`config.mk`:
```
export PLATFORM = sky130hd
export DESIGN_NAME = go_back_n_arq_endpoint
export DESIGN_NICKNAME = d
export VERILOG_FILES = /design/src/design/gbn_pkg.sv /design/src/design/gbn_front.sv /design/src/design/gbn_back.sv /design/src/design/go_back_n_arq_endpoint.sv
export SDC_FILE = /design/constraint.sdc
export NUM_CORES = 1
export LEC_CHECK = 0
export BUFFER_PORTS_ARGS = -buffer_cell sky130_fd_sc_hd__buf_2
export CAP_MARGIN = 20
export CORE_MARGIN = 4
export CORE_UTILIZATION = 45
export CTS_CLUSTER_DIAMETER = 60
export DETAILED_ROUTE_END_ITERATION = 7
export GPL_ROUTABILITY_DRIVEN = 0
export MAX_ROUTING_LAYER = met4
export REMOVE_ABC_BUFFERS = 1
export SLEW_MARGIN = 5
export SYNTH_ARGS = -nofsm -noshare
export SYNTH_HDL_FRONTEND = slang
export SYNTH_SLANG_ARGS = --single-unit
```
`constraint.sdc`:
```
create_clock -name clock -period 9.6 [get_ports clock]
set_clock_uncertainty 0.15 [all_clocks]
set_input_delay 0.96 -clock clock [delete_from_list [all_inputs] [get_ports clock]]
set_output_delay 0.96 -clock clock [all_outputs]
set_load 0.1 [all_outputs]
```
`src/design/gbn_pkg.sv`:
```
package gbn_pkg;

   localparam int SEQ_MAX    = 7;
   localparam int SEQ_W      = 3;
   localparam int DATA_WIDTH = 32;
   localparam int TICK_W     = 17;
   localparam int CNT_W      = 3;
   localparam int QDEPTH     = 2;

   localparam logic [1:0] ACT_RX   = 2'd0;
   localparam logic [1:0] ACT_TX   = 2'd1;
   localparam logic [1:0] ACT_TICK = 2'd2;

   localparam logic [1:0] KIND_DELIVER = 2'd0;
   localparam logic [1:0] KIND_DATA    = 2'd1;
   localparam logic [1:0] KIND_ACK     = 2'd2;
   localparam logic [1:0] KIND_REFUSE  = 2'd3;

   localparam logic [15:0] TIMEOUT_RESET = 16'd1000;

   typedef struct packed {
      logic [1:0]            action;
      logic [SEQ_W-1:0]      rx_seq;
      logic [SEQ_W-1:0]      rx_ack;
      logic                  rx_final;
      logic [DATA_WIDTH-1:0] data;
      logic                  tx_final;
   } cmd_type;

   typedef struct packed {
      logic [1:0]            kind;
      logic [SEQ_W-1:0]      seq;
      logic [SEQ_W-1:0]      ack;
      logic [DATA_WIDTH-1:0] data;
      logic                  end_flag;
      logic                  sent;
      logic                  rcvd;
      logic                  last;
   } rsp_type;

   function automatic logic in_window(logic [SEQ_W-1:0] a, logic [SEQ_W-1:0] b,
                                      logic [SEQ_W-1:0] c);
      return ((a <= b) && (b < c)) || ((c < a) && (a <= b)) || ((b < c) && (c < a));
   endfunction

endpackage

```
`src/design/gbn_front.sv`:
```
module gbn_front import gbn_pkg::*; (
   input  logic                  clock,
   input  logic                  reset,
   input  logic                  req_push,
   output logic                  req_full,
   input  logic [1:0]            req_action,
   input  logic [SEQ_W-1:0]      req_rx_seq,
   input  logic [SEQ_W-1:0]      req_rx_ack,
   input  logic                  req_rx_crc_ok,
   input  logic                  req_rx_final,
   input  logic [DATA_WIDTH-1:0] req_rx_data,
   input  logic [DATA_WIDTH-1:0] req_tx_data,
   input  logic                  req_tx_final,
   output logic                  cmd_valid,
   output cmd_type               cmd,
   input  logic                  cmd_take
);
   cmd_type q_ff [QDEPTH];
   logic    wp_ff, rp_ff, wp_in, rp_in;
   logic [1:0] cnt_ff, cnt_in;
   logic    push_ok, keep;
   cmd_type c;

   // drop bad crc frames and unused codes here
   always_comb begin
      c.action   = req_action;
      c.rx_seq   = req_rx_seq;
      c.rx_ack   = req_rx_ack;
      c.rx_final = req_rx_final;
      c.data     = (req_action == ACT_TX) ? req_tx_data : req_rx_data;
      c.tx_final = req_tx_final;
      keep = (req_action == ACT_TX) || (req_action == ACT_TICK)
          || ((req_action == ACT_RX) && req_rx_crc_ok);
   end

   assign req_full  = (cnt_ff == 2'(QDEPTH));
   assign push_ok   = req_push && !req_full;
   assign cmd_valid = (cnt_ff != 2'd0);
   assign cmd       = q_ff[rp_ff];

   always_comb begin
      wp_in  = wp_ff;
      rp_in  = rp_ff;
      cnt_in = cnt_ff;
      if (push_ok && keep) begin
         wp_in = ~wp_ff;
      end
      if (cmd_take && cmd_valid) begin
         rp_in = ~rp_ff;
      end
      cnt_in = cnt_ff + 2'(push_ok && keep) - 2'(cmd_take && cmd_valid);
   end

   always_ff @(posedge clock) begin
      if (reset) begin
         wp_ff  <= 1'b0;
         rp_ff  <= 1'b0;
         cnt_ff <= 2'd0;
      end else begin
         wp_ff  <= wp_in;
         rp_ff  <= rp_in;
         cnt_ff <= cnt_in;
      end
      if (push_ok && keep) begin
         q_ff[wp_ff] <= c;
      end
   end

   assert property (@(posedge clock) disable iff (reset) cnt_ff <= 2'(QDEPTH))
      else $error("queue overfilled");
   assert property (@(posedge clock) disable iff (reset)
      (cnt_ff == 2'd0) |-> (wp_ff == rp_ff))
      else $error("pointers disagree on empty");
   assert property (@(posedge clock) disable iff (reset)
      (push_ok && keep && !(cmd_take && cmd_valid)) |=> (cnt_ff == $past(cnt_ff) + 2'd1))
      else $error("count missed a beat");
endmodule

```
`src/design/gbn_back.sv`:
```
module gbn_back import gbn_pkg::*; (
   input  logic                  clock,
   input  logic                  reset,
   input  logic                  cmd_valid,
   input  cmd_type               cmd,
   output logic                  cmd_take,
   input  logic [15:0]           timeout_ticks,
   output logic                  rsp_empty,
   input  logic                  rsp_pop,
   output rsp_type               rsp
);
   typedef enum logic [2:0] {ST_IDLE, ST_SLIDE, ST_RESEND, ST_FETCH} state_type;

   state_type             state_ff;
   logic [SEQ_W-1:0]      exp_ff, nxt_ff, old_ff, ack_ff, rs_ff;
   logic [CNT_W-1:0]      out_ff, rem_ff;
   logic [TICK_W-1:0]     tick_ff;
   logic                  armed_ff, txfin_ff, sent_ff, rcvd_ff;
   logic [DATA_WIDTH-1:0] store [SEQ_MAX+1];
   logic [DATA_WIDTH-1:0] rd_ff;
   // result buffer holds two pending beats
   rsp_type               ob_ff [2];
   logic [1:0]            ocnt_ff;
   logic                  ow_ff, or_ff;
   // one deferred beat: last flag is set once the next beat (or end) is known
   rsp_type               pend_ff;
   logic                  pend_v_ff;

   logic                  room;
   logic                  slide_go;
   logic [TICK_W-1:0]     tick_nx;

   assign room      = (ocnt_ff == 2'd0) || (ocnt_ff == 2'd1 && !pend_v_ff);
   assign rsp_empty = (ocnt_ff == 2'd0);
   assign rsp       = ob_ff[or_ff];
   assign cmd_take  = (state_ff == ST_IDLE) && cmd_valid && !pend_v_ff && (ocnt_ff == 2'd0);
   assign slide_go  = (out_ff != '0) && in_window(old_ff, ack_ff, nxt_ff);
   assign tick_nx   = (tick_ff == {TICK_W{1'b1}}) ? tick_ff : tick_ff + 1'b1;

   always_ff @(posedge clock) begin
      logic    em1, em2, fin;
      rsp_type b1, b2;
      logic    popped;
      logic    sn, rn;
      em1 = 1'b0; em2 = 1'b0; fin = 1'b0;
      b1 = '0; b2 = '0;
      popped = rsp_pop && !rsp_empty;
      sn = sent_ff; rn = rcvd_ff;
      if (reset) begin
         state_ff <= ST_IDLE;
         exp_ff <= '0; nxt_ff <= '0; old_ff <= '0; out_ff <= '0;
         tick_ff <= '0; armed_ff <= 1'b0;
         txfin_ff <= 1'b0; sent_ff <= 1'b0; rcvd_ff <= 1'b0;
         ocnt_ff <= 2'd0; ow_ff <= 1'b0; or_ff <= 1'b0;
         pend_v_ff <= 1'b0;
      end else begin
         case (state_ff)
            ST_IDLE: begin
               if (cmd_take) begin
                  case (cmd.action)
                     ACT_RX: begin
                        logic s;
                        s = sent_ff;
                        if (cmd.rx_seq == exp_ff) begin
                           if (!rcvd_ff) begin
                              em1 = 1'b1;
                              b1 = '{KIND_DELIVER, cmd.rx_seq, exp_ff - 1'b1,
                                     cmd.data, 1'b0, 1'b0, 1'b0, 1'b0};
                              if (cmd.rx_final) begin
                                 rcvd_ff <= 1'b1;
                                 rn = 1'b1;
                              end else begin
                                 exp_ff <= exp_ff + 1'b1;
                              end
                           end
                           if (s) begin
                              em2 = 1'b1;
                              b2 = '{KIND_ACK, nxt_ff,
                                     (!rcvd_ff && !cmd.rx_final) ? exp_ff : exp_ff - 1'b1,
                                     '0, 1'b1, 1'b0, 1'b0, 1'b0};
                           end
                        end
                        ack_ff <= cmd.rx_ack;
                        state_ff <= ST_SLIDE;
                     end
                     ACT_TX: begin
                        em1 = 1'b1;
                        if ((out_ff < CNT_W'(SEQ_MAX)) && !txfin_ff) begin
                           store[nxt_ff] <= cmd.data;
                           b1 = '{KIND_DATA, nxt_ff, exp_ff - 1'b1, cmd.data, 1'b0,
                                  1'b0, 1'b0, 1'b0};
                           out_ff <= out_ff + 1'b1;
                           nxt_ff <= nxt_ff + 1'b1;
                           if (!armed_ff) begin
                              armed_ff <= 1'b1;
                              tick_ff  <= '0;
                           end
                           if (cmd.tx_final) begin
                              txfin_ff <= 1'b1;
                           end
                        end else begin
                           b1 = '{KIND_REFUSE, nxt_ff, exp_ff - 1'b1, cmd.data, 1'b0,
                                  1'b0, 1'b0, 1'b0};
                        end
                        fin = 1'b1;
                     end
                     ACT_TICK: begin
                        if (armed_ff) begin
                           if ({1'b0, tick_nx} > {2'b0, timeout_ticks}) begin
                              tick_ff  <= '0;
                              rs_ff    <= old_ff;
                              rem_ff   <= out_ff;
                              nxt_ff   <= old_ff + out_ff;
                              state_ff <= (out_ff != '0) ? ST_FETCH : ST_IDLE;
                              fin      = (out_ff == '0);
                           end else begin
                              tick_ff <= tick_nx;
                              fin = 1'b1;
                           end
                        end else begin
                           fin = 1'b1;
                        end
                     end
                     default: fin = 1'b1;
                  endcase
               end
            end
            ST_SLIDE: begin
               if (room) begin
                  if (slide_go) begin
                     out_ff  <= out_ff - 1'b1;
                     tick_ff <= '0;
                     old_ff  <= old_ff + 1'b1;
                     if (out_ff == CNT_W'(1)) begin
                        armed_ff <= 1'b0;
                        if (txfin_ff && !sent_ff) begin
                           em1 = 1'b1;
                           b1 = '{KIND_ACK, nxt_ff, exp_ff - 1'b1, '0, 1'b1,
                                  1'b0, 1'b0, 1'b0};
                           sent_ff <= 1'b1;
                           sn = 1'b1;
                        end
                     end
                  end else begin
                     fin = 1'b1;
                     state_ff <= ST_IDLE;
                  end
               end
            end
            ST_FETCH: begin
               rd_ff    <= store[rs_ff];
               state_ff <= ST_RESEND;
            end
            ST_RESEND: begin
               if (room) begin
                  em1 = 1'b1;
                  b1 = '{KIND_DATA, rs_ff, exp_ff - 1'b1, rd_ff, 1'b0,
                         1'b0, 1'b0, 1'b0};
                  rs_ff  <= rs_ff + 1'b1;
                  rem_ff <= rem_ff - 1'b1;
                  if (rem_ff == CNT_W'(1)) begin
                     fin = 1'b1;
                     state_ff <= ST_IDLE;
                  end else begin
                     state_ff <= ST_FETCH;
                  end
               end
            end
            default: state_ff <= ST_IDLE;
         endcase

         // merge beats into pending slot; status stamped as each beat leaves
         begin
            rsp_type q [3];
            logic    qv [3];
            logic [1:0] n, k;
            logic [1:0] oc;
            logic       w;
            logic       pv;
            rsp_type    pd;
            q[0] = pend_ff; qv[0] = pend_v_ff;
            q[1] = b1;      qv[1] = em1;
            q[2] = b2;      qv[2] = em2;
            oc = ocnt_ff - 2'(popped);
            w  = ow_ff;
            n  = 2'd0;
            pv = 1'b0;
            pd = pend_ff;
            for (int i = 0; i < 3; i++) begin
               if (qv[i]) begin
                  n = n + 1'b1;
               end
            end
            k = 2'd0;
            for (int i = 0; i < 3; i++) begin
               if (qv[i]) begin
                  k = k + 1'b1;
                  if (k == n && !fin) begin
                     pd = q[i];
                     pv = 1'b1;
                  end else begin
                     rsp_type t;
                     t = q[i];
                     t.sent = sn;
                     t.rcvd = rn;
                     t.last = fin && (k == n);
                     ob_ff[w] <= t;
                     w  = ~w;
                     oc = oc + 1'b1;
                  end
               end
            end
            pend_ff   <= pd;
            pend_v_ff <= pv;
            ocnt_ff   <= oc;
            ow_ff     <= w;
         end
         if (popped) begin
            or_ff <= ~or_ff;
         end
      end
   end

   assert property (@(posedge clock) disable iff (reset) ocnt_ff <= 2'd2)
      else $error("result buffer overfilled");
   assert property (@(posedge clock) disable iff (reset)
      (state_ff == ST_RESEND) |-> (rem_ff != '0))
      else $error("resend with nothing left");
   assert property (@(posedge clock) disable iff (reset)
      (out_ff == '0) |-> !($past(state_ff) == ST_IDLE && state_ff == ST_FETCH))
      else $error("resend of empty window");
endmodule

```
`src/design/go_back_n_arq_endpoint.sv`:
```
// Go-Back-N endpoint, 3-bit sequence numbers. A two-entry front queue takes one beat per cycle
// while it has room and drops bad-crc frames and the unused action code at once; an accepted
// item is registered in that queue before it is offered to the back engine. The engine runs
// one item at a time and takes the next only once every result of the previous one has been
// popped. A payload or tick is handled in the idle state; a received frame then moves to a
// slide state that retires one acked frame per step, and a timeout alternates fetch and resend
// states per resent frame, the fetch state covering the registered frame store read. Results
// leave through a 2-entry output queue; status bits carry the state after the item.
module go_back_n_arq_endpoint import gbn_pkg::*; (
   input  logic                  clock,
   input  logic                  reset,
   input  logic                  req_push,
   output logic                  req_full,
   input  logic [1:0]            req_action,
   input  logic [SEQ_W-1:0]      req_rx_seq,
   input  logic [SEQ_W-1:0]      req_rx_ack,
   input  logic                  req_rx_crc_ok,
   input  logic                  req_rx_final,
   input  logic [DATA_WIDTH-1:0] req_rx_data,
   input  logic [DATA_WIDTH-1:0] req_tx_data,
   input  logic                  req_tx_final,
   output logic                  rsp_empty,
   input  logic                  rsp_pop,
   output logic [1:0]            rsp_out_kind,
   output logic [SEQ_W-1:0]      rsp_out_seq,
   output logic [SEQ_W-1:0]      rsp_out_ack,
   output logic [DATA_WIDTH-1:0] rsp_out_data,
   output logic                  rsp_out_end,
   output logic                  rsp_sending_done,
   output logic                  rsp_receiving_done,
   output logic                  rsp_last_of_run,
   input  logic                  csr_valid,
   output logic                  csr_ready,
   input  logic [15:0]           csr_timeout_ticks
);
   logic        cmd_valid, cmd_take;
   cmd_type     cmd;
   rsp_type     rsp;
   logic [15:0] timeout_ff;

   assign csr_ready = 1'b1;

   always_ff @(posedge clock) begin
      if (reset) begin
         timeout_ff <= TIMEOUT_RESET;
      end else if (csr_valid) begin
         timeout_ff <= csr_timeout_ticks;
      end
   end

   gbn_front u_front (
      .clock, .reset, .req_push, .req_full, .req_action, .req_rx_seq, .req_rx_ack,
      .req_rx_crc_ok, .req_rx_final, .req_rx_data, .req_tx_data, .req_tx_final,
      .cmd_valid, .cmd, .cmd_take
   );

   gbn_back u_back (
      .clock, .reset, .cmd_valid, .cmd, .cmd_take, .timeout_ticks(timeout_ff),
      .rsp_empty, .rsp_pop, .rsp
   );

   assign rsp_out_kind       = rsp.kind;
   assign rsp_out_seq        = rsp.seq;
   assign rsp_out_ack        = rsp.ack;
   assign rsp_out_data       = rsp.data;
   assign rsp_out_end        = rsp.end_flag;
   assign rsp_sending_done   = rsp.sent;
   assign rsp_receiving_done = rsp.rcvd;
   assign rsp_last_of_run    = rsp.last;
endmodule

```
==> metrics.txt, run 1 <==
# TYPE chip_impl_metric gauge
chip_impl_metric{name="finalMaxSlewViolations",unit=""} 0
chip_impl_metric{name="slew_headroom",unit=""} 0.230
chip_impl_info{name="worst_setup_path_end_kind",value="flip-flop"} 1
chip_impl_metric{name="worst_pin_slew",unit="ps"} 1160
chip_impl_metric{name="irDropWorstVdd",unit="uV"} 174
chip_impl_metric{name="finish.net_count",unit=""} 2081
chip_impl_metric{name="layout-area-overhead-vs-synth",unit="%"} 14.9
chip_impl_metric{name="final_area",unit="um^2"} 29500
chip_impl_info{name="cts_root_buffer",value="sky130_fd_sc_hd__clkbuf_16"} 1
chip_impl_metric{name="core",unit="um^2"} 56500
chip_impl_metric{name="timing.critical_path.slowest_cell_delay",unit="ps"} 590
chip_impl_metric{name="leakagePower",unit="uW"} 0.0106
chip_impl_metric{name="clk-insertion-delay-late",unit="ps"} 640
chip_impl_metric{name="synth.lib_cells_used.distinct",unit=""} 73
chip_impl_metric{name="edff_count_synth",unit=""} 510
chip_impl_metric{name="power_per_cell_area",unit="nW/um^2"} 238
chip_impl_metric{name="yosys_register_bits",unit=""} 572
chip_impl_info{name="worst-setup-path-type",value="flip-flop to flip-flop"} 1
chip_impl_info{name="yosys.area.top_type",value="sky130_fd_sc_hd__edfxtp_1"} 1
chip_impl_info{name="path_cells",value="nand4_1, nor4_1, nand2_1, nand3_1, nor2_1, and4_1, xor2_1, ha_1, and3_1, a221o_1, a31oi_1, o21ai_1, a41oi_2, o21ai_1, o2bb2ai_1, maj3_1, nor2_4, buf_4"} 1
chip_impl_metric{name="synthesized_area_divided_by_synthesized_cell_count",unit="um^2"} 14.2
chip_impl_info{name="critical-path-slowest-cell",value="sky130_fd_sc_hd__buf_4"} 1
chip_impl_metric{name="cts_inserted_buffers",unit=""} 61
chip_impl_metric{name="final_cycle_share",unit=""} 0.609
chip_impl_metric{name="data_required_time_at_the_worst_endpoint",unit="ps"} 9700
chip_impl_metric{name="grt_util_all_layers",unit=""} 0.198
chip_impl_metric{name="die_height",unit="um"} 247
chip_impl_metric{name="drtPass1Iterations",unit=""} 7
chip_impl_metric{name="grt_antenna_before_repair",unit=""} 1
chip_impl_metric{name="ys_async_sr_fraction",unit=""} 0
chip_impl_metric{name="clock.fmax",unit="MHz"} 171
chip_impl_metric{name="num-fill-cells",unit=""} 4748
chip_impl_metric{name="number_of_standard_cells_after_synthesis",unit=""} 1804
chip_impl_info{name="top_ff_cell_synth",value="sky130_fd_sc_hd__edfxtp_1"} 1
chip_impl_metric{name="synth.top_cell.area_share",unit=""} 0.596
chip_impl_metric{name="start_util",unit=""} 0.455
chip_impl_metric{name="portBuffers",unit=""} 141
chip_impl_metric{name="die_x",unit="um"} 247
chip_impl_metric{name="hold_slack",unit="ps"} 337
chip_impl_metric{name="clockBufferDepth",unit=""} 3
chip_impl_info{name="crit_top_cell",value="sky130_fd_sc_hd__o21ai_1"} 1
chip_impl_metric{name="power.total",unit="uW"} 7020
chip_impl_metric{name="detailed_place_hpwl",unit="mm"} 34.1
chip_impl_metric{name="clk_pin_slew_worst_paths",unit="ps"} 60
chip_impl_metric{name="remaining_drc_errors",unit=""} 0
chip_impl_metric{name="critPathArrivalTime",unit="ps"} 5950
chip_impl_metric{name="sequential_fraction_of_the_synthesis_area",unit=""} 0.645
chip_impl_metric{name="drt_total_wl",unit="mm"} 58.9
chip_impl_metric{name="cap_violations",unit=""} 0
chip_impl_metric{name="globalRoute.totalOverflow",unit=""} 0
chip_impl_info{name="synth.area.top_cells",value="sky130_fd_sc_hd__edfxtp_1 (60%), sky130_fd_sc_hd__mux2_2 (6.5%), sky130_fd_sc_hd__mux4_2 (5.6%)"} 1
chip_impl_metric{name="place_area",unit="um^2"} 27200
chip_impl_metric{name="final-hold-violation-count",unit=""} 0
chip_impl_metric{name="number_of_standard_cell_rows_in_the_floorplan",unit=""} 87
chip_impl_metric{name="vias_post_dr",unit=""} 15100
chip_impl_info{name="hold_class",value="flip-flop to flip-flop"} 1
chip_impl_metric{name="clkSinkCount",unit=""} 572
chip_impl_metric{name="cts_post_setup_buffers_inserted",unit=""} 0
chip_impl_metric{name="period_minus_slack",unit="ps"} 5850
chip_impl_metric{name="fraction_of_layout_cells_with_a_size_suffix_above_1",unit=""} 0.263
chip_impl_metric{name="cts.hold.buffers_added",unit=""} 0
chip_impl_metric{name="synth_warnings",unit=""} 0
chip_impl_metric{name="wire_length_of_the_first_global_routing_pass",unit="mm"} 90.1
chip_impl_metric{name="drt_first_iter_violations",unit=""} 1107
chip_impl_metric{name="route.detailed.vias_per_inst",unit=""} 5.53
chip_impl_metric{name="ios",unit=""} 143
chip_impl_metric{name="detail_route.wl_per_cell",unit="um"} 21.5
chip_impl_metric{name="cts_htree_levels",unit=""} 2
chip_impl_metric{name="cts_resized",unit=""} 0
chip_impl_metric{name="route.antenna.remaining_nets",unit=""} 0
chip_impl_metric{name="grt_start_max_net_pins",unit=""} 81
chip_impl_metric{name="n_antenna_cell",unit=""} 0
chip_impl_metric{name="fp.dieArea",unit="um^2"} 61000
chip_impl_metric{name="worstPathMaxFanout",unit=""} 44
chip_impl_info{name="rsz0062_at_grt",value="false"} 1
chip_impl_metric{name="post_synth_instance_area",unit="um^2"} 25700
chip_impl_info{name="cts_tree",value="done"} 1
chip_impl_metric{name="setup_tns",unit="ps"} 0
chip_impl_metric{name="grt_pass1_vias",unit=""} 15500
chip_impl_metric{name="final-setup-viol-count",unit=""} 0
chip_impl_info{name="status",value="complete, no violations"} 1
chip_impl_info{name="setup.worst_path.start_class",value="flip-flop"} 1
==> flip-flops by register name (all words and copies together), names as in the netlist, 2 cells and up, named ones only <==
signal           count
u_front.cnt_ff       2
u_back.exp_ff        3
timeout_ff          16
u_back.state_ff      2
u_back.ocnt_ff       2
u_front.q_ff        84
u_back.ack_ff        3
u_back.out_ff        3
u_back.rs_ff         3
u_back.ob_ff        88
u_back.rd_ff        32
u_back.nxt_ff        3
u_back.tick_ff      17
u_back.old_ff        3
u_back.store       256
u_back.pend_ff      41
u_back.rem_ff        3
==> power breakdown <==
group	leakage (uW)	total [uW]	switching, uW	internal (uW)
logic	0.00431	1380	1000	382
registers	0.00514	3000	70.3	2930
clock network	0.00111	2640	1010	1630
total	0.0106	7020	2080	4940
==> Yosys cell counts (all sizes together), types with 4 or more instances <==
cell type / instances
a211o: 5
a211oi: 11
a21o: 12
a21oi: 40
a22oi: 14
a31o: 33
a31oi: 6
a32oi: 4
and2: 6
and3: 6
buf: 39
clkbuf: 67
dfxtp: 62
edfxtp: 510
ha: 51
inv: 60
mux2: 152
mux2i: 60
mux4: 64
nand2: 147
nand2b: 37
nand3: 54
nand4: 12
nor2: 157
nor2b: 6
nor3: 19
o211ai: 14
o21a: 4
o21ai: 65
o31a: 4
or2: 6
or3: 4
xnor2: 27
xor2: 10
==> metal layers <==
metal  global-route usage  part of all wire
met3               0.0306             0.051
met4               0.0487             0.019
met1                0.259              0.44
met2                0.328              0.49
met5                    -                 0
==> through the flow <==
step | setup WS, ps | util | instances
global placement | 3910 | 0.481 | 2623
floorplan | 3130 | - | 1698
finish | 3750 | 0.523 | 2741
CTS | 3750 | 0.522 | 2739
detailed placement | 3790 | 0.482 | 2624
global route | 3370 | 0.523 | 2741
==> cells in the final DEF, fill, tap and decap left out, types with 6 or more instances in the layout <==
cell and instances:
sky130_fd_sc_hd__mux4_2 64, sky130_fd_sc_hd__nand3_1 54, sky130_fd_sc_hd__xor2_1 10, sky130_fd_sc_hd__mux2_2 149, sky130_fd_sc_hd__a21o_1 11, sky130_fd_sc_hd__nor3_1 10, sky130_fd_sc_hd__ha_1 50, sky130_fd_sc_hd__xnor2_1 27
sky130_fd_sc_hd__clkbuf_16 62, sky130_fd_sc_hd__buf_4 29, sky130_fd_sc_hd__nor2b_1 6, sky130_fd_sc_hd__mux2i_1 60, sky130_fd_sc_hd__o21ai_0 42, sky130_fd_sc_hd__edfxtp_1 510, sky130_fd_sc_hd__a31oi_1 6, sky130_fd_sc_hd__a21oi_1 39
sky130_fd_sc_hd__nand2_1 147, sky130_fd_sc_hd__a22oi_1 14, sky130_fd_sc_hd__bufinv_16 16, sky130_fd_sc_hd__o211ai_1 13, sky130_fd_sc_hd__nand2b_1 37, sky130_fd_sc_hd__o21ai_1 22, sky130_fd_sc_hd__nor3_2 8, sky130_fd_sc_hd__buf_2 141
sky130_fd_sc_hd__clkinv_2 9, sky130_fd_sc_hd__a31o_1 32, sky130_fd_sc_hd__inv_1 57, sky130_fd_sc_hd__nand4_1 12, sky130_fd_sc_hd__dfxtp_1 60, sky130_fd_sc_hd__nor2_1 152, sky130_fd_sc_hd__a211oi_1 11, sky130_fd_sc_hd__clkinv_1 11
==> kinds of logic (layout without fill, tap and decap cells) <==
| logic type | count (synthesis) | after routing | synth area share |
|---|---|---|---|
| and+or+nand+nor | 467 | 467 | 0.0828 |
| xor gates and xnor gates | 37 | 37 | 0.0126 |
| adders and majority gates | 54 | 54 | 0.0264 |
| muxes | 276 | 276 | 0.146 |
| AOI/OAI and AO/OA | 231 | 231 | 0.0613 |
| other | 1 | 1 | 0.000146 |
| DFF | 572 | 572 | 0.645 |
| buffers and inverters | 166 | 347 | 0.0258 |
==> area by class of cell <==
class                      instances  area [um^2]  area share
sequential                       572        16600       0.561
multi-input combinational       1066         8550       0.290
clock buffer                      68         1590      0.0540
timing repair buffer             172          951      0.0322
tap                              756          946      0.0320
clock inverter                    47          693      0.0235
inverter                          60          225     0.00763
==> worst max-delay path, delay by kind of cell, from the launching register on <==
| family | cells | cell delay [ps] |
|---|---|---|
| flops | 1 | 440 |
| simple gates | 8 | 1770 |
| xor+xnor | 1 | 150 |
| compound gates | 6 | 1580 |
| fa+ha+maj | 2 | 740 |
| buf+inv | 1 | 590 |
==> path summary, 6_finish.rpt <==
kind                          start                  end  slack, ps  cells past startpoint
setup / recovery  u_back.tick_ff[4]  u_back.ob_ff[0][33]       3750                     18
hold / removal        timeout_ff[5]        timeout_ff[5]        340                      2
setup reg to reg  u_back.tick_ff[4]  u_back.ob_ff[0][33]       3750                     18
hold reg to reg       timeout_ff[5]        timeout_ff[5]        340                      2
Note: power is estimated with default switching activity, not from simulation.
==> run 2, diff against run 1 <==
- clock period: 9.6 -> 5.3 ns (I/O delays scaled with it)
==> run 2 against run 1 <==
Effect of this change: combinational power rose by 91%; sequential share of layout area shrank 0.61 points; final cell count grew 1.9%; flip-flop and latch count is the same; clock-buffer cell count is 5 higher; critical endpoint is now u_back.ob_ff[1][11].
==> metrics.txt, run 2 (synthesis gave the netlist of run 1 again) <==
# TYPE chip_impl_metric gauge
chip_impl_metric{name="start_util",unit=""} 0.455
chip_impl_metric{name="critPathArrivalTime",unit="ps"} 5210
chip_impl_metric{name="ios",unit=""} 143
chip_impl_metric{name="final-hold-violation-count",unit=""} 0
chip_impl_metric{name="drt_first_iter_violations",unit=""} 1156
chip_impl_metric{name="worstPathMaxFanout",unit=""} 34
chip_impl_info{name="cts_root_buffer",value="sky130_fd_sc_hd__clkbuf_16"} 1
chip_impl_metric{name="critical_path.n_buffers_inverters",unit=""} 3
chip_impl_info{name="registers.top_by_ff_count",value="u_back.store"} 1
chip_impl_info{name="setup.worst_path.start_class",value="flip-flop"} 1
chip_impl_metric{name="clkSinkCount",unit=""} 572
chip_impl_info{name="status",value="complete, no violations"} 1
chip_impl_metric{name="globalRoute.totalOverflow",unit=""} 0
chip_impl_metric{name="detailed_place_hpwl",unit="mm"} 35.9
chip_impl_info{name="r2r-end",value="u_back.ob_ff[1][11]"} 1
chip_impl_metric{name="grt_antenna_before_repair",unit=""} 3
chip_impl_metric{name="finish.net_count",unit=""} 2134
chip_impl_info{name="holdCritStartpoint",value="req_rx_data[20]"} 1
chip_impl_info{name="crit-reg2reg-launch",value="u_back.tick_ff[0]"} 1
chip_impl_metric{name="fp.dieArea",unit="um^2"} 61000
chip_impl_metric{name="core",unit="um^2"} 56500
chip_impl_metric{name="period_minus_slack",unit="ps"} 4980
chip_impl_metric{name="wire_length_of_the_first_global_routing_pass",unit="mm"} 91.7
chip_impl_metric{name="hold_path_depth",unit=""} 2
chip_impl_info{name="rsz0062_at_grt",value="false"} 1
chip_impl_metric{name="power_per_cell_area",unit="nW/um^2"} 407
chip_impl_metric{name="drt_total_wl",unit="mm"} 59.9
chip_impl_metric{name="hold_slack",unit="ps"} 64.0
chip_impl_metric{name="final-setup-viol-count",unit=""} 0
chip_impl_metric{name="largest_register_ff_count",unit=""} 256
chip_impl_info{name="worst-setup-path-type",value="flip-flop to flip-flop"} 1
chip_impl_metric{name="cts_htree_levels",unit=""} 2
chip_impl_metric{name="clk-insertion-delay-late",unit="ps"} 630
chip_impl_metric{name="slew_headroom",unit=""} 0.278
chip_impl_metric{name="finalMaxSlewViolations",unit=""} 0
chip_impl_metric{name="layout.core_utilization",unit=""} 0.528
chip_impl_metric{name="clk_pin_slew_worst_paths",unit="ps"} 60
chip_impl_metric{name="die_height",unit="um"} 247
chip_impl_info{name="worst_hold_path.endpoint",value="u_front.q_ff[1][21]"} 1
chip_impl_metric{name="grt_util_all_layers",unit=""} 0.202
chip_impl_metric{name="timing.critical_path.slowest_cell_delay",unit="ps"} 400
chip_impl_metric{name="leakagePower",unit="uW"} 0.0107
chip_impl_info{name="cts_tree",value="done"} 1
chip_impl_metric{name="die_x",unit="um"} 247
chip_impl_metric{name="finalWorstSetupSlack",unit="ps"} 320
chip_impl_metric{name="route.antenna.remaining_nets",unit=""} 0
chip_impl_metric{name="layout-area-overhead-vs-synth",unit="%"} 16.2
chip_impl_info{name="reg.largest.list",value="u_back.store: 256 flops, u_back.ob_ff: 88 flops, u_front.q_ff: 84 flops"} 1
chip_impl_info{name="path_cells",value="ha_1, nand3_1, nor4_4, nand2_2, nand3_1, nor2_1, and4_1, xor2_1, ha_1, and3_1, a221o_1, a31oi_2, o21ai_2, a41oi_4, buf_4, o31ai_4, nor3b_4, buf_12, buf_12, nor2_1, a31o_1"} 1
chip_impl_metric{name="clockBufferDepth",unit=""} 3
chip_impl_metric{name="dp_worst_setup_slack",unit="ps"} -44.4
chip_impl_metric{name="final_cycle_share",unit=""} 0.940
chip_impl_metric{name="worst_pin_slew",unit="ps"} 1080
chip_impl_metric{name="portBuffers",unit=""} 141
chip_impl_metric{name="ff2ff_setup_slack",unit="ps"} 320
chip_impl_metric{name="detail_route.wl_per_cell",unit="um"} 21.4
chip_impl_info{name="layout.cells.most_common_list",value="sky130_fd_sc_hd__edfxtp_1 (510), sky130_fd_sc_hd__nor2_1 (152), sky130_fd_sc_hd__mux2_2 (149), sky130_fd_sc_hd__nand2_1 (146), sky130_fd_sc_hd__buf_2 (141)"} 1
chip_impl_metric{name="grt_start_max_net_pins",unit=""} 68
chip_impl_metric{name="vias_post_dr",unit=""} 15400
chip_impl_metric{name="route.detailed.vias_per_inst",unit=""} 5.51
chip_impl_metric{name="fraction_of_layout_cells_with_a_size_suffix_above_1",unit=""} 0.266
chip_impl_info{name="hold_class",value="primary input to flip-flop"} 1
chip_impl_metric{name="number_of_standard_cell_rows_in_the_floorplan",unit=""} 87
chip_impl_metric{name="irDropWorstVdd",unit="uV"} 318
chip_impl_metric{name="cts_inserted_buffers",unit=""} 59
chip_impl_info{name="worst_path_dominant_cell_family",value="simple AND/OR/NAND/NOR gates"} 1
chip_impl_metric{name="cap_violations",unit=""} 0
chip_impl_metric{name="data_required_time_at_the_worst_endpoint",unit="ps"} 5530
chip_impl_metric{name="r2r.worst_path.cells",unit=""} 21
chip_impl_metric{name="remaining_drc_errors",unit=""} 0
chip_impl_info{name="critical-path-slowest-cell",value="sky130_fd_sc_hd__dfxtp_1"} 1
chip_impl_info{name="worst_setup_path_end_kind",value="flip-flop"} 1
chip_impl_metric{name="clock.fmax",unit="MHz"} 201
chip_impl_metric{name="grt_pass1_vias",unit=""} 15600
chip_impl_info{name="final_common_cell",value="sky130_fd_sc_hd__edfxtp_1"} 1
chip_impl_metric{name="drtPass1Iterations",unit=""} 4
-- run 2: changes by cell type in the layout (fill, tap and decap cells not counted), sizes merged --
cell,delta
buf,+29
inv,-3
clkinvlp,-2
diode,+2
bufinv,-11
clkbuf,+5
dlygate4sd3,+26
clkinv,+6
-- run 2: power breakdown --
part           total, uW  switching (uW)  internal [uW]  leakage, uW
Clock               4070            1750           2320     0.000929
Combinational       2640            1860            785      0.00465
Sequential          5420             121           5300      0.00514
-- run 2: metrics by stage --
stage | instance area [um^2] | power, uW | setup TNS, ps | cells
floorplan | 25200 | 7370 | -208660 | 1698
global placement | 27500 | 8060 | 0 | 2644
detailed placement | 27500 | 8130 | -3250 | 2645
CTS | 29700 | 12200 | 0 | 2781
global route | 29800 | 12700 | 0 | 2793
finish | 29800 | 12100 | 0 | 2793
-- run 2: area by class of cell --
class                           instances  area, um^2
Antenna cell                            2        5.00
Inverter                               60         225
Fill cell                            4704       26700
Sequential cell                       572       16600
Clock inverter                         37         364
Clock buffer                           73        1540
Multi-Input combinational cell       1066        8600
Tap cell                              756         946
Timing Repair Buffer                  227        1610
-- run 2: timing repair --
item / 4_1_cts / 5_1_grt
gates cloned: 0 / 1
buffers inserted: 0 / 9
setup endpoints to repair: 88 / 167
hold buffers: 26 / 0
hold endpoints to repair: 36 / 0
resized for setup: 1 / 6
pin swaps: 0 / 6
-- run 2: worst register-to-register path, stage by stage, from the launching register on --
cell	delay [ps]
sky130_fd_sc_hd__dfxtp_1	400
sky130_fd_sc_hd__ha_1	200
sky130_fd_sc_hd__nand3_1	140
sky130_fd_sc_hd__nor4_4	370
sky130_fd_sc_hd__nand2_2	150
sky130_fd_sc_hd__nand3_1	150
sky130_fd_sc_hd__nor2_1	110
sky130_fd_sc_hd__and4_1	250
sky130_fd_sc_hd__xor2_1	160
sky130_fd_sc_hd__ha_1	310
sky130_fd_sc_hd__and3_1	180
sky130_fd_sc_hd__a221o_1	310
sky130_fd_sc_hd__a31oi_2	200
sky130_fd_sc_hd__o21ai_2	110
sky130_fd_sc_hd__a41oi_4	290
sky130_fd_sc_hd__buf_4	170
sky130_fd_sc_hd__o31ai_4	130
sky130_fd_sc_hd__nor3b_4	290
sky130_fd_sc_hd__buf_12	200
sky130_fd_sc_hd__buf_12	210
sky130_fd_sc_hd__nor2_1	70
sky130_fd_sc_hd__a31o_1	190
-- run 2: worst max path at each step --
| stage | startpoint | endpoint | cells after the start |
|---|---|---|---|
| 6_report | u_back.tick_ff[0] | u_back.ob_ff[1][11] | 21 |
| 5_1_grt | u_back.tick_ff[0] | u_back.ob_ff[1][26] | 21 |
| 4_1_cts | u_back.tick_ff[4] | u_back.ob_ff[1][27] | 18 |
| 3_5_place_dp | u_back.tick_ff[4] | u_back.ob_ff[1][27] | 18 |
| 3_3_place_gp | u_back.tick_ff[4] | u_back.ob_ff[1][20] | 18 |
| 2_1_floorplan | flip-flop | u_back.pend_ff[39] | 15 |
-- run 2: routing by layer --
layer  vias up  wire length (um)  track usage
li1       7166                 -            -
met1      7771             26400        0.267
met2       373             28500        0.324
met3        86              3260       0.0338
met4         0              1680       0.0641
met5         -                 0            -
